## src/acbd_pkg.sv

```systemverilog
// Shared widths, state codes and output rounding for the Alamouti 2x1
// combiner with BPSK decision. No dependencies.
package acbd_pkg;

    localparam int SAMPLE_W  = 16;                 // Q2.13 inputs, Q4.11 outputs
    localparam int COUNT_W   = 32;                 // error counter width
    localparam int PROD_W    = 2 * SAMPLE_W;       // one gain by sample product
    localparam int ACC_W     = 2 * SAMPLE_W + 2;   // sum of four products, signed
    localparam int ENERGY_W  = 2 * SAMPLE_W + 1;   // sum of four squares, unsigned
    localparam int INT_BITS  = 4;                  // integer quotient range is 16
    localparam int DEN_W     = ENERGY_W + INT_BITS;
    localparam int REM_W     = DEN_W + 1;
    localparam int QUO_W     = SAMPLE_W;           // int bits + frac bits + round bit
    localparam int CNT_W     = 5;
    localparam int PROD_STEPS = 20;                // 4 energy + 16 numerator products

    localparam int IN_DATA_W  = 136;
    localparam int OUT_DATA_W = 104;

    localparam logic [2:0] ST_IDLE  = 3'd0;
    localparam logic [2:0] ST_MUL   = 3'd1;
    localparam logic [2:0] ST_DINIT = 3'd2;
    localparam logic [2:0] ST_DSTEP = 3'd3;
    localparam logic [2:0] ST_DFIN  = 3'd4;
    localparam logic [2:0] ST_OUT   = 3'd5;

    // Round the quotient (one extra bit below the output LSB) half away from
    // zero, apply the sign and saturate to the signed output range.
    function automatic logic signed [SAMPLE_W-1:0] round_sat(
        input logic [QUO_W-1:0] quo,
        input logic             neg,
        input logic             sat
    );
        logic [QUO_W:0]        rnd;
        logic [QUO_W:0]        maxpos;
        logic [QUO_W:0]        mag;
        logic [QUO_W:0]        sgn;
        rnd    = ({1'b0, quo} + (QUO_W+1)'(1)) >> 1;
        maxpos = (QUO_W+1)'((1 << (SAMPLE_W - 1)) - 1);
        if (sat) begin
            mag = neg ? (maxpos + (QUO_W+1)'(1)) : maxpos;
        end else if (!neg && rnd > maxpos) begin
            mag = maxpos;
        end else begin
            mag = rnd;
        end
        sgn = neg ? ((QUO_W+1)'(0) - mag) : mag;
        return sgn[SAMPLE_W-1:0];
    endfunction

endpackage

```

## src/alamouti_combiner_bpsk_decider.sv

```systemverilog
// Alamouti 2x1 combiner: one shared 16x16 multiplier builds the channel
// energy and four numerators, then a restoring divider scales each numerator.
// A new input is accepted only in idle, after the last result has entered the
// output register. Each item takes 20 products through the single multiplier
// plus four 16-step divisions; zero energy or a saturating quotient skips the steps.
// Reset (i_rst_n low, synchronous) clears the sequencer, output valid and the
// error counter. Depends on acbd_pkg.
module alamouti_combiner_bpsk_decider (
    input  logic                               i_clk,
    input  logic                               i_rst_n,
    input  logic                               i_s_axis_tvalid,
    output logic                               o_s_axis_tready,
    // gain0_re, gain0_im, gain1_re, gain1_im, rx0_re, rx0_im, rx1_re, rx1_im,
    // ref_bit0, ref_bit1, zero pad
    input  logic [acbd_pkg::IN_DATA_W-1:0]     i_s_axis_tdata,
    output logic                               o_m_axis_tvalid,
    input  logic                               i_m_axis_tready,
    // soft0_re, soft0_im, soft1_re, soft1_im, bit0, bit1, error_total, zero pad
    output logic [acbd_pkg::OUT_DATA_W-1:0]    o_m_axis_tdata,
    // channel_null
    output logic                               o_m_axis_tuser
);

    localparam int SW = acbd_pkg::SAMPLE_W;

    logic [2:0]                          r_state, n_state;
    logic [acbd_pkg::CNT_W-1:0]          r_cnt, n_cnt;
    logic [1:0]                          r_dnum, n_dnum;

    logic signed [SW-1:0]                r_h0r, r_h0i, r_h1r, r_h1i;
    logic signed [SW-1:0]                r_r0r, r_r0i, r_r1r, r_r1i;
    logic                                r_ref0, r_ref1;

    logic signed [SW-1:0]                mul_a, mul_b;
    logic                                mul_neg;
    logic signed [acbd_pkg::PROD_W-1:0]  r_prod;
    logic                                r_pneg;
    logic                                r_pv;
    logic [acbd_pkg::CNT_W-1:0]          r_pstep;

    logic signed [acbd_pkg::ACC_W-1:0]   r_sum;
    logic signed [acbd_pkg::ACC_W-1:0]   acc_base, acc_ext, acc_new;
    logic [acbd_pkg::ENERGY_W-1:0]       r_energy;
    logic signed [acbd_pkg::ACC_W-1:0]   r_num [0:3];
    logic signed [SW-1:0]                r_soft [0:3];

    logic [acbd_pkg::REM_W-1:0]          r_rem;
    logic [acbd_pkg::QUO_W-1:0]          r_quo;
    logic                                r_neg, r_sat;

    logic                                null_ch;
    logic [acbd_pkg::DEN_W-1:0]          den;
    logic [acbd_pkg::REM_W-1:0]          den_ext;
    logic [acbd_pkg::ACC_W-1:0]          num_mag;
    logic [acbd_pkg::REM_W-1:0]          mag_ext;
    logic [acbd_pkg::REM_W-1:0]          rem_sh;
    logic                                rem_ge;

    logic                                r_ovalid;
    logic signed [SW-1:0]                r_o0r, r_o0i, r_o1r, r_o1i;
    logic                                r_ob0, r_ob1, r_onull;
    logic [acbd_pkg::COUNT_W-1:0]        r_err;
    logic                                out_load;
    logic                                dec0, dec1;
    logic [1:0]                          mism;
    logic [acbd_pkg::COUNT_W:0]          err_sum;

    assign o_s_axis_tready = (r_state == acbd_pkg::ST_IDLE);

    // Operand select for each product step: energy first, then n0r, n0i, n1r, n1i.
    always_comb begin
        mul_a   = '0;
        mul_b   = '0;
        mul_neg = 1'b0;
        unique case (r_cnt)
            5'd0:  begin mul_a = r_h0r; mul_b = r_h0r; end
            5'd1:  begin mul_a = r_h0i; mul_b = r_h0i; end
            5'd2:  begin mul_a = r_h1r; mul_b = r_h1r; end
            5'd3:  begin mul_a = r_h1i; mul_b = r_h1i; end
            5'd4:  begin mul_a = r_h0r; mul_b = r_r1r; end
            5'd5:  begin mul_a = r_h0i; mul_b = r_r1i; end
            5'd6:  begin mul_a = r_h1r; mul_b = r_r0r; end
            5'd7:  begin mul_a = r_h1i; mul_b = r_r0i; end
            5'd8:  begin mul_a = r_h0r; mul_b = r_r1i; end
            5'd9:  begin mul_a = r_h0i; mul_b = r_r1r; mul_neg = 1'b1; end
            5'd10: begin mul_a = r_h1i; mul_b = r_r0r; end
            5'd11: begin mul_a = r_h1r; mul_b = r_r0i; mul_neg = 1'b1; end
            5'd12: begin mul_a = r_h1r; mul_b = r_r1r; end
            5'd13: begin mul_a = r_h1i; mul_b = r_r1i; end
            5'd14: begin mul_a = r_h0r; mul_b = r_r0r; mul_neg = 1'b1; end
            5'd15: begin mul_a = r_h0i; mul_b = r_r0i; mul_neg = 1'b1; end
            5'd16: begin mul_a = r_h1r; mul_b = r_r1i; end
            5'd17: begin mul_a = r_h1i; mul_b = r_r1r; mul_neg = 1'b1; end
            5'd18: begin mul_a = r_h0i; mul_b = r_r0r; mul_neg = 1'b1; end
            5'd19: begin mul_a = r_h0r; mul_b = r_r0i; end
            default: begin
                mul_a   = '0;
                mul_b   = '0;
                mul_neg = 1'b0;
            end
        endcase
    end

    // Accumulate the registered product; each group of four restarts the sum.
    always_comb begin
        acc_base = (r_pstep[1:0] == 2'd0) ? '0 : r_sum;
        acc_ext  = {{(acbd_pkg::ACC_W - acbd_pkg::PROD_W){r_prod[acbd_pkg::PROD_W-1]}},
                    r_prod};
        acc_new  = r_pneg ? (acc_base - acc_ext) : (acc_base + acc_ext);
    end

    // Divider datapath: one compare and subtract against energy * 16.
    always_comb begin
        null_ch = (r_energy == '0);
        den     = {r_energy, {acbd_pkg::INT_BITS{1'b0}}};
        den_ext = {1'b0, den};
        num_mag = r_num[0][acbd_pkg::ACC_W-1] ? ('0 - r_num[0]) : r_num[0];
        mag_ext = {{(acbd_pkg::REM_W - acbd_pkg::ACC_W){1'b0}}, num_mag};
        rem_sh  = {r_rem[acbd_pkg::REM_W-2:0], 1'b0};
        rem_ge  = (rem_sh >= den_ext);
    end

    // Output stage and error count.
    always_comb begin
        out_load = (r_state == acbd_pkg::ST_OUT) && (!r_ovalid || i_m_axis_tready);
        dec0     = (r_soft[0] > 0);
        dec1     = (r_soft[2] > 0);
        mism     = {1'b0, dec0 ^ r_ref0} + {1'b0, dec1 ^ r_ref1};
        err_sum  = {1'b0, r_err} + {{(acbd_pkg::COUNT_W - 1){1'b0}}, mism};
    end

    always_comb begin
        n_state = r_state;
        n_cnt   = r_cnt;
        n_dnum  = r_dnum;
        unique case (r_state)
            acbd_pkg::ST_IDLE: begin
                if (i_s_axis_tvalid) begin
                    n_state = acbd_pkg::ST_MUL;
                    n_cnt   = '0;
                end
            end
            acbd_pkg::ST_MUL: begin
                if (r_cnt < acbd_pkg::CNT_W'(acbd_pkg::PROD_STEPS)) begin
                    n_cnt = r_cnt + acbd_pkg::CNT_W'(1);
                end
                if (r_pv && r_pstep == acbd_pkg::CNT_W'(acbd_pkg::PROD_STEPS - 1)) begin
                    n_state = acbd_pkg::ST_DINIT;
                    n_dnum  = '0;
                end
            end
            acbd_pkg::ST_DINIT: begin
                n_cnt = '0;
                if (null_ch || mag_ext >= den_ext) begin
                    n_state = acbd_pkg::ST_DFIN;
                end else begin
                    n_state = acbd_pkg::ST_DSTEP;
                end
            end
            acbd_pkg::ST_DSTEP: begin
                n_cnt = r_cnt + acbd_pkg::CNT_W'(1);
                if (r_cnt == acbd_pkg::CNT_W'(acbd_pkg::QUO_W - 1)) begin
                    n_state = acbd_pkg::ST_DFIN;
                end
            end
            acbd_pkg::ST_DFIN: begin
                n_dnum = r_dnum + 2'd1;
                n_state = (r_dnum == 2'd3) ? acbd_pkg::ST_OUT : acbd_pkg::ST_DINIT;
            end
            acbd_pkg::ST_OUT: begin
                if (out_load) begin
                    n_state = acbd_pkg::ST_IDLE;
                end
            end
            default: begin
                n_state = acbd_pkg::ST_IDLE;
            end
        endcase
    end

    always_ff @(posedge i_clk) begin
        if (!i_rst_n) begin
            r_state  <= acbd_pkg::ST_IDLE;
            r_cnt    <= '0;
            r_dnum   <= '0;
            r_pv     <= 1'b0;
            r_ovalid <= 1'b0;
            r_err    <= '0;
        end else begin
            r_state <= n_state;
            r_cnt   <= n_cnt;
            r_dnum  <= n_dnum;
            r_pv    <= (r_state == acbd_pkg::ST_MUL)
                    && (r_cnt < acbd_pkg::CNT_W'(acbd_pkg::PROD_STEPS));
            if (out_load) begin
                r_ovalid <= 1'b1;
                r_err    <= err_sum[acbd_pkg::COUNT_W] ? '1 : err_sum[acbd_pkg::COUNT_W-1:0];
            end else if (i_m_axis_tready) begin
                r_ovalid <= 1'b0;
            end
        end
    end

    always_ff @(posedge i_clk) begin
        if (r_state == acbd_pkg::ST_IDLE && i_s_axis_tvalid) begin
            r_h0r  <= i_s_axis_tdata[SW-1:0];
            r_h0i  <= i_s_axis_tdata[2*SW-1:SW];
            r_h1r  <= i_s_axis_tdata[3*SW-1:2*SW];
            r_h1i  <= i_s_axis_tdata[4*SW-1:3*SW];
            r_r0r  <= i_s_axis_tdata[5*SW-1:4*SW];
            r_r0i  <= i_s_axis_tdata[6*SW-1:5*SW];
            r_r1r  <= i_s_axis_tdata[7*SW-1:6*SW];
            r_r1i  <= i_s_axis_tdata[8*SW-1:7*SW];
            r_ref0 <= i_s_axis_tdata[8*SW];
            r_ref1 <= i_s_axis_tdata[8*SW+1];
        end

        if (r_state == acbd_pkg::ST_MUL) begin
            r_prod  <= mul_a * mul_b;
            r_pneg  <= mul_neg;
            r_pstep <= r_cnt;
        end

        if (r_pv) begin
            r_sum <= acc_new;
            if (r_pstep[1:0] == 2'd3) begin
                if (r_pstep == acbd_pkg::CNT_W'(3)) begin
                    r_energy <= acc_new[acbd_pkg::ENERGY_W-1:0];
                end else begin
                    r_num[0] <= r_num[1];
                    r_num[1] <= r_num[2];
                    r_num[2] <= r_num[3];
                    r_num[3] <= acc_new;
                end
            end
        end

        unique case (r_state)
            acbd_pkg::ST_DINIT: begin
                r_neg <= r_num[0][acbd_pkg::ACC_W-1];
                r_rem <= mag_ext;
                r_quo <= '0;
                r_sat <= !null_ch && (mag_ext >= den_ext);
            end
            acbd_pkg::ST_DSTEP: begin
                r_rem <= rem_ge ? (rem_sh - den_ext) : rem_sh;
                r_quo <= {r_quo[acbd_pkg::QUO_W-2:0], rem_ge};
            end
            acbd_pkg::ST_DFIN: begin
                // advance both shift lines; results land in numerator order
                r_soft[0] <= r_soft[1];
                r_soft[1] <= r_soft[2];
                r_soft[2] <= r_soft[3];
                r_soft[3] <= acbd_pkg::round_sat(r_quo, r_neg, r_sat);
                r_num[0]  <= r_num[1];
                r_num[1]  <= r_num[2];
                r_num[2]  <= r_num[3];
                r_num[3]  <= r_num[0];
            end
            default: begin
            end
        endcase

        if (out_load) begin
            r_o0r   <= r_soft[0];
            r_o0i   <= r_soft[1];
            r_o1r   <= r_soft[2];
            r_o1i   <= r_soft[3];
            r_ob0   <= dec0;
            r_ob1   <= dec1;
            r_onull <= null_ch;
        end
    end

    assign o_m_axis_tvalid = r_ovalid;
    assign o_m_axis_tuser  = r_onull;
    assign o_m_axis_tdata  = {{(acbd_pkg::OUT_DATA_W - 4*SW - 2 - acbd_pkg::COUNT_W){1'b0}},
                              r_err, r_ob1, r_ob0, r_o1i, r_o1r, r_o0i, r_o0r};

endmodule

```

## config.mk

```make
export PLATFORM = sky130hd
export DESIGN_NAME = alamouti_combiner_bpsk_decider
export DESIGN_NICKNAME = d
export VERILOG_FILES = /design/src/acbd_pkg.sv /design/src/alamouti_combiner_bpsk_decider.sv
export SDC_FILE = /design/constraint.sdc
export NUM_CORES = 2
export LEC_CHECK = 0
export BUFFER_PORTS_ARGS = -buffer_cell sky130_fd_sc_hd__buf_2
export CAP_MARGIN = 5
export CORE_AREA = 2 2 200 398
export CTS_CLUSTER_SIZE = 16
export DETAILED_ROUTE_END_ITERATION = 6
export DIE_AREA = 0 0 202 400
export PLACE_DENSITY = 0.69
export SYNTH_ARGS = -nofsm -noshare
export SYNTH_HDL_FRONTEND = slang
export SYNTH_SLANG_ARGS = --single-unit
```

## constraint.sdc

```tcl
create_clock -name i_clk -period 15.37 [get_ports i_clk]
set_input_delay 1.537 -clock i_clk [delete_from_list [all_inputs] [get_ports i_clk]]
set_output_delay 1.537 -clock i_clk [all_outputs]
set_load 0.02 [all_outputs]
```

# Word level (Yosys, flattened, before mapping)
# Memory sizes are Yosys's and may differ from the RTL's.
# Cells that the tools add are included.
[totals] regBits=401 ram_bits=200 in_bits=140 out_inout_bits=107 memories=2
[mem_list] memory="r_num" depth=4 width=34 rd=4 rd_clocked_by_memory_dff=0 wr=4 line="alamouti_combiner_bpsk_decider.sv:44" rtl="logic signed [acbd_pkg::ACC_W-1:0] r_num [0:3];"
[mem_list] memory="r_soft" depth=4 width=16 rd=4 rd_clocked_by_memory_dff=0 wr=4 line="alamouti_combiner_bpsk_decider.sv:45" rtl="logic signed [SW-1:0] r_soft [0:3];"
[classes] addsub=10 n_mul=1 magnitude_cmp=6 n_eq_ne=33 mux=39 bitwise_logic=6 reduce_logical=32
[ops] operator="two-way mux 34 bit" count=7
[ops] operator="case mux 16 bit (8 select lines)" count=1
[ops] operator="two-way mux 16 bit" count=5
[ops] operator="case mux 37 bit (2 select lines)" count=1
[ops] operator="case mux 16 bit (4 select lines)" count=1
[ops] operator="== test 5 x 4 -> 1 bit (second input constant)" count=8
[ops] operator=">= comparator 38 x 37 -> 1 bit" count=1
[ops] operator=">= comparator 34 x 37 -> 1 bit" count=1
[ops] operator="two-way mux 37 bit" count=1
[ops] operator="subtractor 37 bit" count=1
[ops] operator="adder 34 x 32 -> 34 bit" count=1
[ops] operator="subtractor 1 x 34 -> 34 bit (first input constant)" count=1
[ops] operator="subtractor 34 x 32 -> 34 bit" count=1
[ops] operator="adder 32 x 2 -> 33 bit" count=1
[ops] operator="zero test 33 bit" count=1
[ops] operator="> comparator 16 x 1 -> 1 bit (second input constant)" count=2
[ops] operator="multiplier 16 x 16 -> 32 bit" count=1
[ops] operator="two-way mux 32 bit" count=1
[ops] operator="case mux 16 bit (2 select lines)" count=1
[ops] operator="== test 5 bit (second input constant)" count=5
[ops] operator="== test 5 x 3 -> 1 bit (second input constant)" count=4
[ops] operator="case mux 5 bit (4 select lines)" count=1
[ops] operator="OR reduction 5 bit" count=4
[ops] operator="two-way mux 3 bit" count=6
[ops] operator="other kinds (34)" count=70

# Logic depth before layout (Yosys ltp)
[logic_depth] depth_word=8 ltp_mapped=32 mapped_depth_nobuf=31

# Worst setup path before layout
# OpenSTA, ideal clock, no wires.
[synth_path] path_type="register to register" startpoint="register r_pv" endpoint="memory r_num[0][0] (netlist bit), enable pin" setup_ns=0.820 arrival_ns=10.730 setup_slack_ns=3.821 stages_incl_launch_ff=3 path_buffers=0 period_less_slack_ns=11.549 cell_sequence="dfxtp_1 nand3_1 o21ai_0"
[synth_lines] item="start: declaration" line="alamouti_combiner_bpsk_decider.sv:38" rtl="logic r_pv;"
[synth_lines] item="start signal: assignment" line="alamouti_combiner_bpsk_decider.sv:193" rtl="r_pv <= (r_state == acbd_pkg::ST_MUL)"
[synth_lines] item="end: declaration" line="alamouti_combiner_bpsk_decider.sv:44"

# Worst setup path after layout
[layout_path] startpoint="register r_cnt[2] (netlist bit)" endpoint="register r_prod[30] (netlist bit), data pin"
[layout_between] elab_chain_len=4 elab_cells_between_ends=31 cone_classes="1 x mul; 19 x eq/ne; 2 x mux; 9 x reduce/logical"
[layout_rtl] item="start: declaration" line="alamouti_combiner_bpsk_decider.sv:27" rtl="logic [acbd_pkg::CNT_W-1:0] r_cnt, n_cnt;"
[layout_rtl] item="start signal: assignment" line="alamouti_combiner_bpsk_decider.sv:191" rtl="r_cnt <= n_cnt;"
[layout_rtl] item="== test 5 x 4 -> 1 bit (tied with other cells)" line="alamouti_combiner_bpsk_decider.sv:75" rtl="unique case (r_cnt)"
[layout_rtl] item="OR reduction 4 bit (no source line) or OR reduction 5 bit (tied branches)"
[layout_rtl] item="case mux 16 bit (8 select lines) or case mux 16 bit (4 select lines) (tied branches)" line="alamouti_combiner_bpsk_decider.sv:75"
[layout_rtl] item="multiplier 16 x 16 -> 32 bit *" line="alamouti_combiner_bpsk_decider.sv:219" rtl="r_prod <= mul_a * mul_b;"
[layout_rtl] item="end signal: assignment" line="alamouti_combiner_bpsk_decider.sv:219"
[layout_rtl] item="end: declaration" line="alamouti_combiner_bpsk_decider.sv:36" rtl="logic signed [acbd_pkg::PROD_W-1:0] r_prod;"
# Every way passes the cells marked *; elsewhere a longest branch is shown, timed or not.
# A chain may end at the register's enable or synchronous reset.

==> results_dict.tcl <==
set metrics [dict create \
    status "complete, no violations" \
    preCtsSetupSlack_ns 6.25 \
    viasPerCell 5.58 \
    grt_pass1_vias 27680 \
    core_area_sq_um 77800 \
    grtUsageTotal_pct 23.0 \
    clock_latency_ns 0.65 \
    cts_root_buf "clkbuf_16" \
    maxSlewHeadroom_pct 17.2 \
    max_slew.worst_pin.slew_ns 1.24 \
    cpPeakStageDelay_ns 0.82 \
    post-dp-hpwl_mm 73.7 \
    cts-buffers-inserted 52 \
    routed_wl_mm 93.2 \
    wl_per_cell_microns 19.5 \
    worst_path_most_repeated_cell "fa_1" \
    ys_warn_count 0 \
    critPathMaxFanout 20 \
    dp.cells 4672 \
    hp-class "reg2reg" \
    finalHoldViolCount 0 \
    synth.distinct_cells 84 \
    h-tree-depth 2 \
    rsz0062_at_grt "false" \
    netlist_instances 3468 \
    maxCapViolations 0 \
    end_kind "register" \
    grt.overflow.total 0 \
    cts_hold_buf 0 \
    crit_family "adder cells" \
    cts_sinks 601 \
    cts_resized 0 \
    synth-edff-count 557 \
    vias 26620 \
    cts_max_path_buffers 3 \
    grt_max_degree 85 \
    synth_ff_type "edfxtp_1" \
    period_share_pct 59.2 \
    final_layout_size_suffix_gt1_share_pct 12.1 \
    crit_buf_inv 7 \
    seq_area_frac_synth_pct 45.7 \
    cts_setup_buffers 0 \
    grt_antenna_before_repair 1 \
    crit_slowest_cell "fa_1" \
    drv_slew 0 \
    fin_cells 4770 \
    firstDrtPassIters 5 \
    utilization_pct 55.1 \
    min_period_ns 9.11 \
    n_fill_cell 6683 \
    tns_ns 0 \
    cp.arrival_ns 9.46 \
    die_width_microns 202 \
    drt-initial-drc-count 1397 \
    synthArstFlopShare_pct 0 \
    placementRows 145 \
    ios 247 \
    ant_nets 0 \
    dieArea_sq_um 80800 \
    start_util_pct 49.5 \
    avgSynthCellArea_sq_um 11.1 \
    layout_setup_ws_ns 6.26 \
    cts.clk_slew.worst_paths_ns 0.07 \
    max_clock_freq_mhz 110 \
    critPathLaunchType "register" \
    tritoncts "built" \
    drc 0 \
    cp.required_ns 15.73 \
    place_congestion 0.936 \
    die_h_microns 400 \
    crit_type "reg2reg" \
    ys_seq_elements 601 \
    port-buffer-count 234 \
    area.growth.synth_to_final_pct 11.3 \
    setup_viol 0 \
    finClkSkew_ns 0.0620 \
    finish.net_count 4291 \
    synth_area_sq_um 38500 \
    grt_pass1_wl_mm 144 \
]
through the flow:
stage | instance area [sq um] | hold slack (ns)
3_5_place_dp | 41100 | 0.405
2_1_floorplan | 38600 | 0.400
5_1_grt | 42900 | 0.403
4_1_cts | 42900 | 0.359
3_3_place_gp | 41100 | 0.402
6_report | 42900 | 0.378
routing by layer:
layer  track usage (%)  vias up  wire length, microns
met4              18.3        0                  8310
met1              21.5    12955                 30500
met5                 0        -                     0
met2              45.0      740                 51400
li1                  -    12618                     -
met3              2.17      307                  3000
flip-flops by register name (all words and copies together), names as in the netlist, 32 cells and up:
register / cells
r_sum: 34
r_energy: 33
r_prod: 32
r_err: 32
r_soft: 64
r_rem: 37
r_num: 136
cells by family (layout without fill, tap and decap cells):
kind of cell	Yosys count	in the layout	synth area share (%)
simple gates	1029	1029	12.7
compound gates	626	626	11.3
flops	601	601	45.7
buf+inv	541	808	5.36
fa+ha+maj	454	454	19.9
xor+xnor	192	192	4.36
mux	24	24	0.675
other cells	1	7	0.00973
final timing paths:
path	from	end	slack [ns]	depth (start not counted)
max	r_cnt[2]	r_prod[30]	6.26	25
min reg2reg	r_num[0][94]	r_num[0][60]	0.38	0
min	r_num[0][94]	r_num[0][60]	0.38	0
max reg2reg	r_cnt[2]	r_prod[30]	6.26	25
cells in the final DEF, fill, tap and decap left out, drive strengths merged, types with 63 or more instances in the layout:
| master | netlist | routed |
|---|---|---|
| a21oi | 156 | 156 |
| buf | 23 | 286 |
| edfxtp | 557 | 557 |
| fa | 266 | 266 |
| ha | 188 | 188 |
| inv | 423 | 427 |
| nand2 | 298 | 298 |
| nor2 | 318 | 318 |
| nor2b | 63 | 63 |
| o21ai | 83 | 83 |
| xnor2 | 139 | 139 |
worst register-to-register path, cell delays in order, from the launching register on:
cell and delay (ns):
dfxtp_1 0.75, and3_1 0.26, ha_1 0.29, nand2b_1 0.62
buf_4 0.35, a221oi_2 0.10, buf_4 0.22, or2_2 0.32
fa_1 0.76, inv_1 0.10, fa_1 0.82, inv_1 0.18
fa_1 0.56, inv_1 0.05, fa_1 0.46, fa_1 0.54
inv_1 0.05, fa_1 0.52, inv_1 0.04, ha_1 0.35
o21a_1 0.14, or4_1 0.42, a311oi_1 0.46, nor2_1 0.15
a31oi_1 0.23, xnor2_1 0.08
cells in the mapped netlist (56+ instances only):
| master | instances | share of area [%] |
|---|---|---|
| nand2_1 | 298 | 2.9 |
| xnor2_1 | 139 | 3.2 |
| edfxtp_1 | 557 | 43 |
| fa_1 | 266 | 14 |
| nand3_1 | 56 | 0.73 |
| nor2b_1 | 63 | 1.0 |
| clkbuf_1 | 93 | 0.91 |
| o21ai_0 | 81 | 1.1 |
| inv_1 | 423 | 4.1 |
| ha_1 | 188 | 6.1 |
| nor2_1 | 318 | 3.1 |
| a21oi_1 | 156 | 2.0 |
layout make-up:
type | count | area, sq um | share of cell area (%)
multi-input combinational | 2331 | 19100 | 44.5
sequential | 601 | 17600 | 41.1
inverter | 425 | 1600 | 3.72
timing repair buffer | 286 | 1560 | 3.64
clock buffer | 59 | 1330 | 3.10
tap | 1029 | 1290 | 3.00
clock inverter | 38 | 415 | 0.969
antenna | 1 | 2.50 | 0.00583
Power is not shown: default switching activity piles up to over one toggle a cycle in this logic, so the estimate is an artifact.
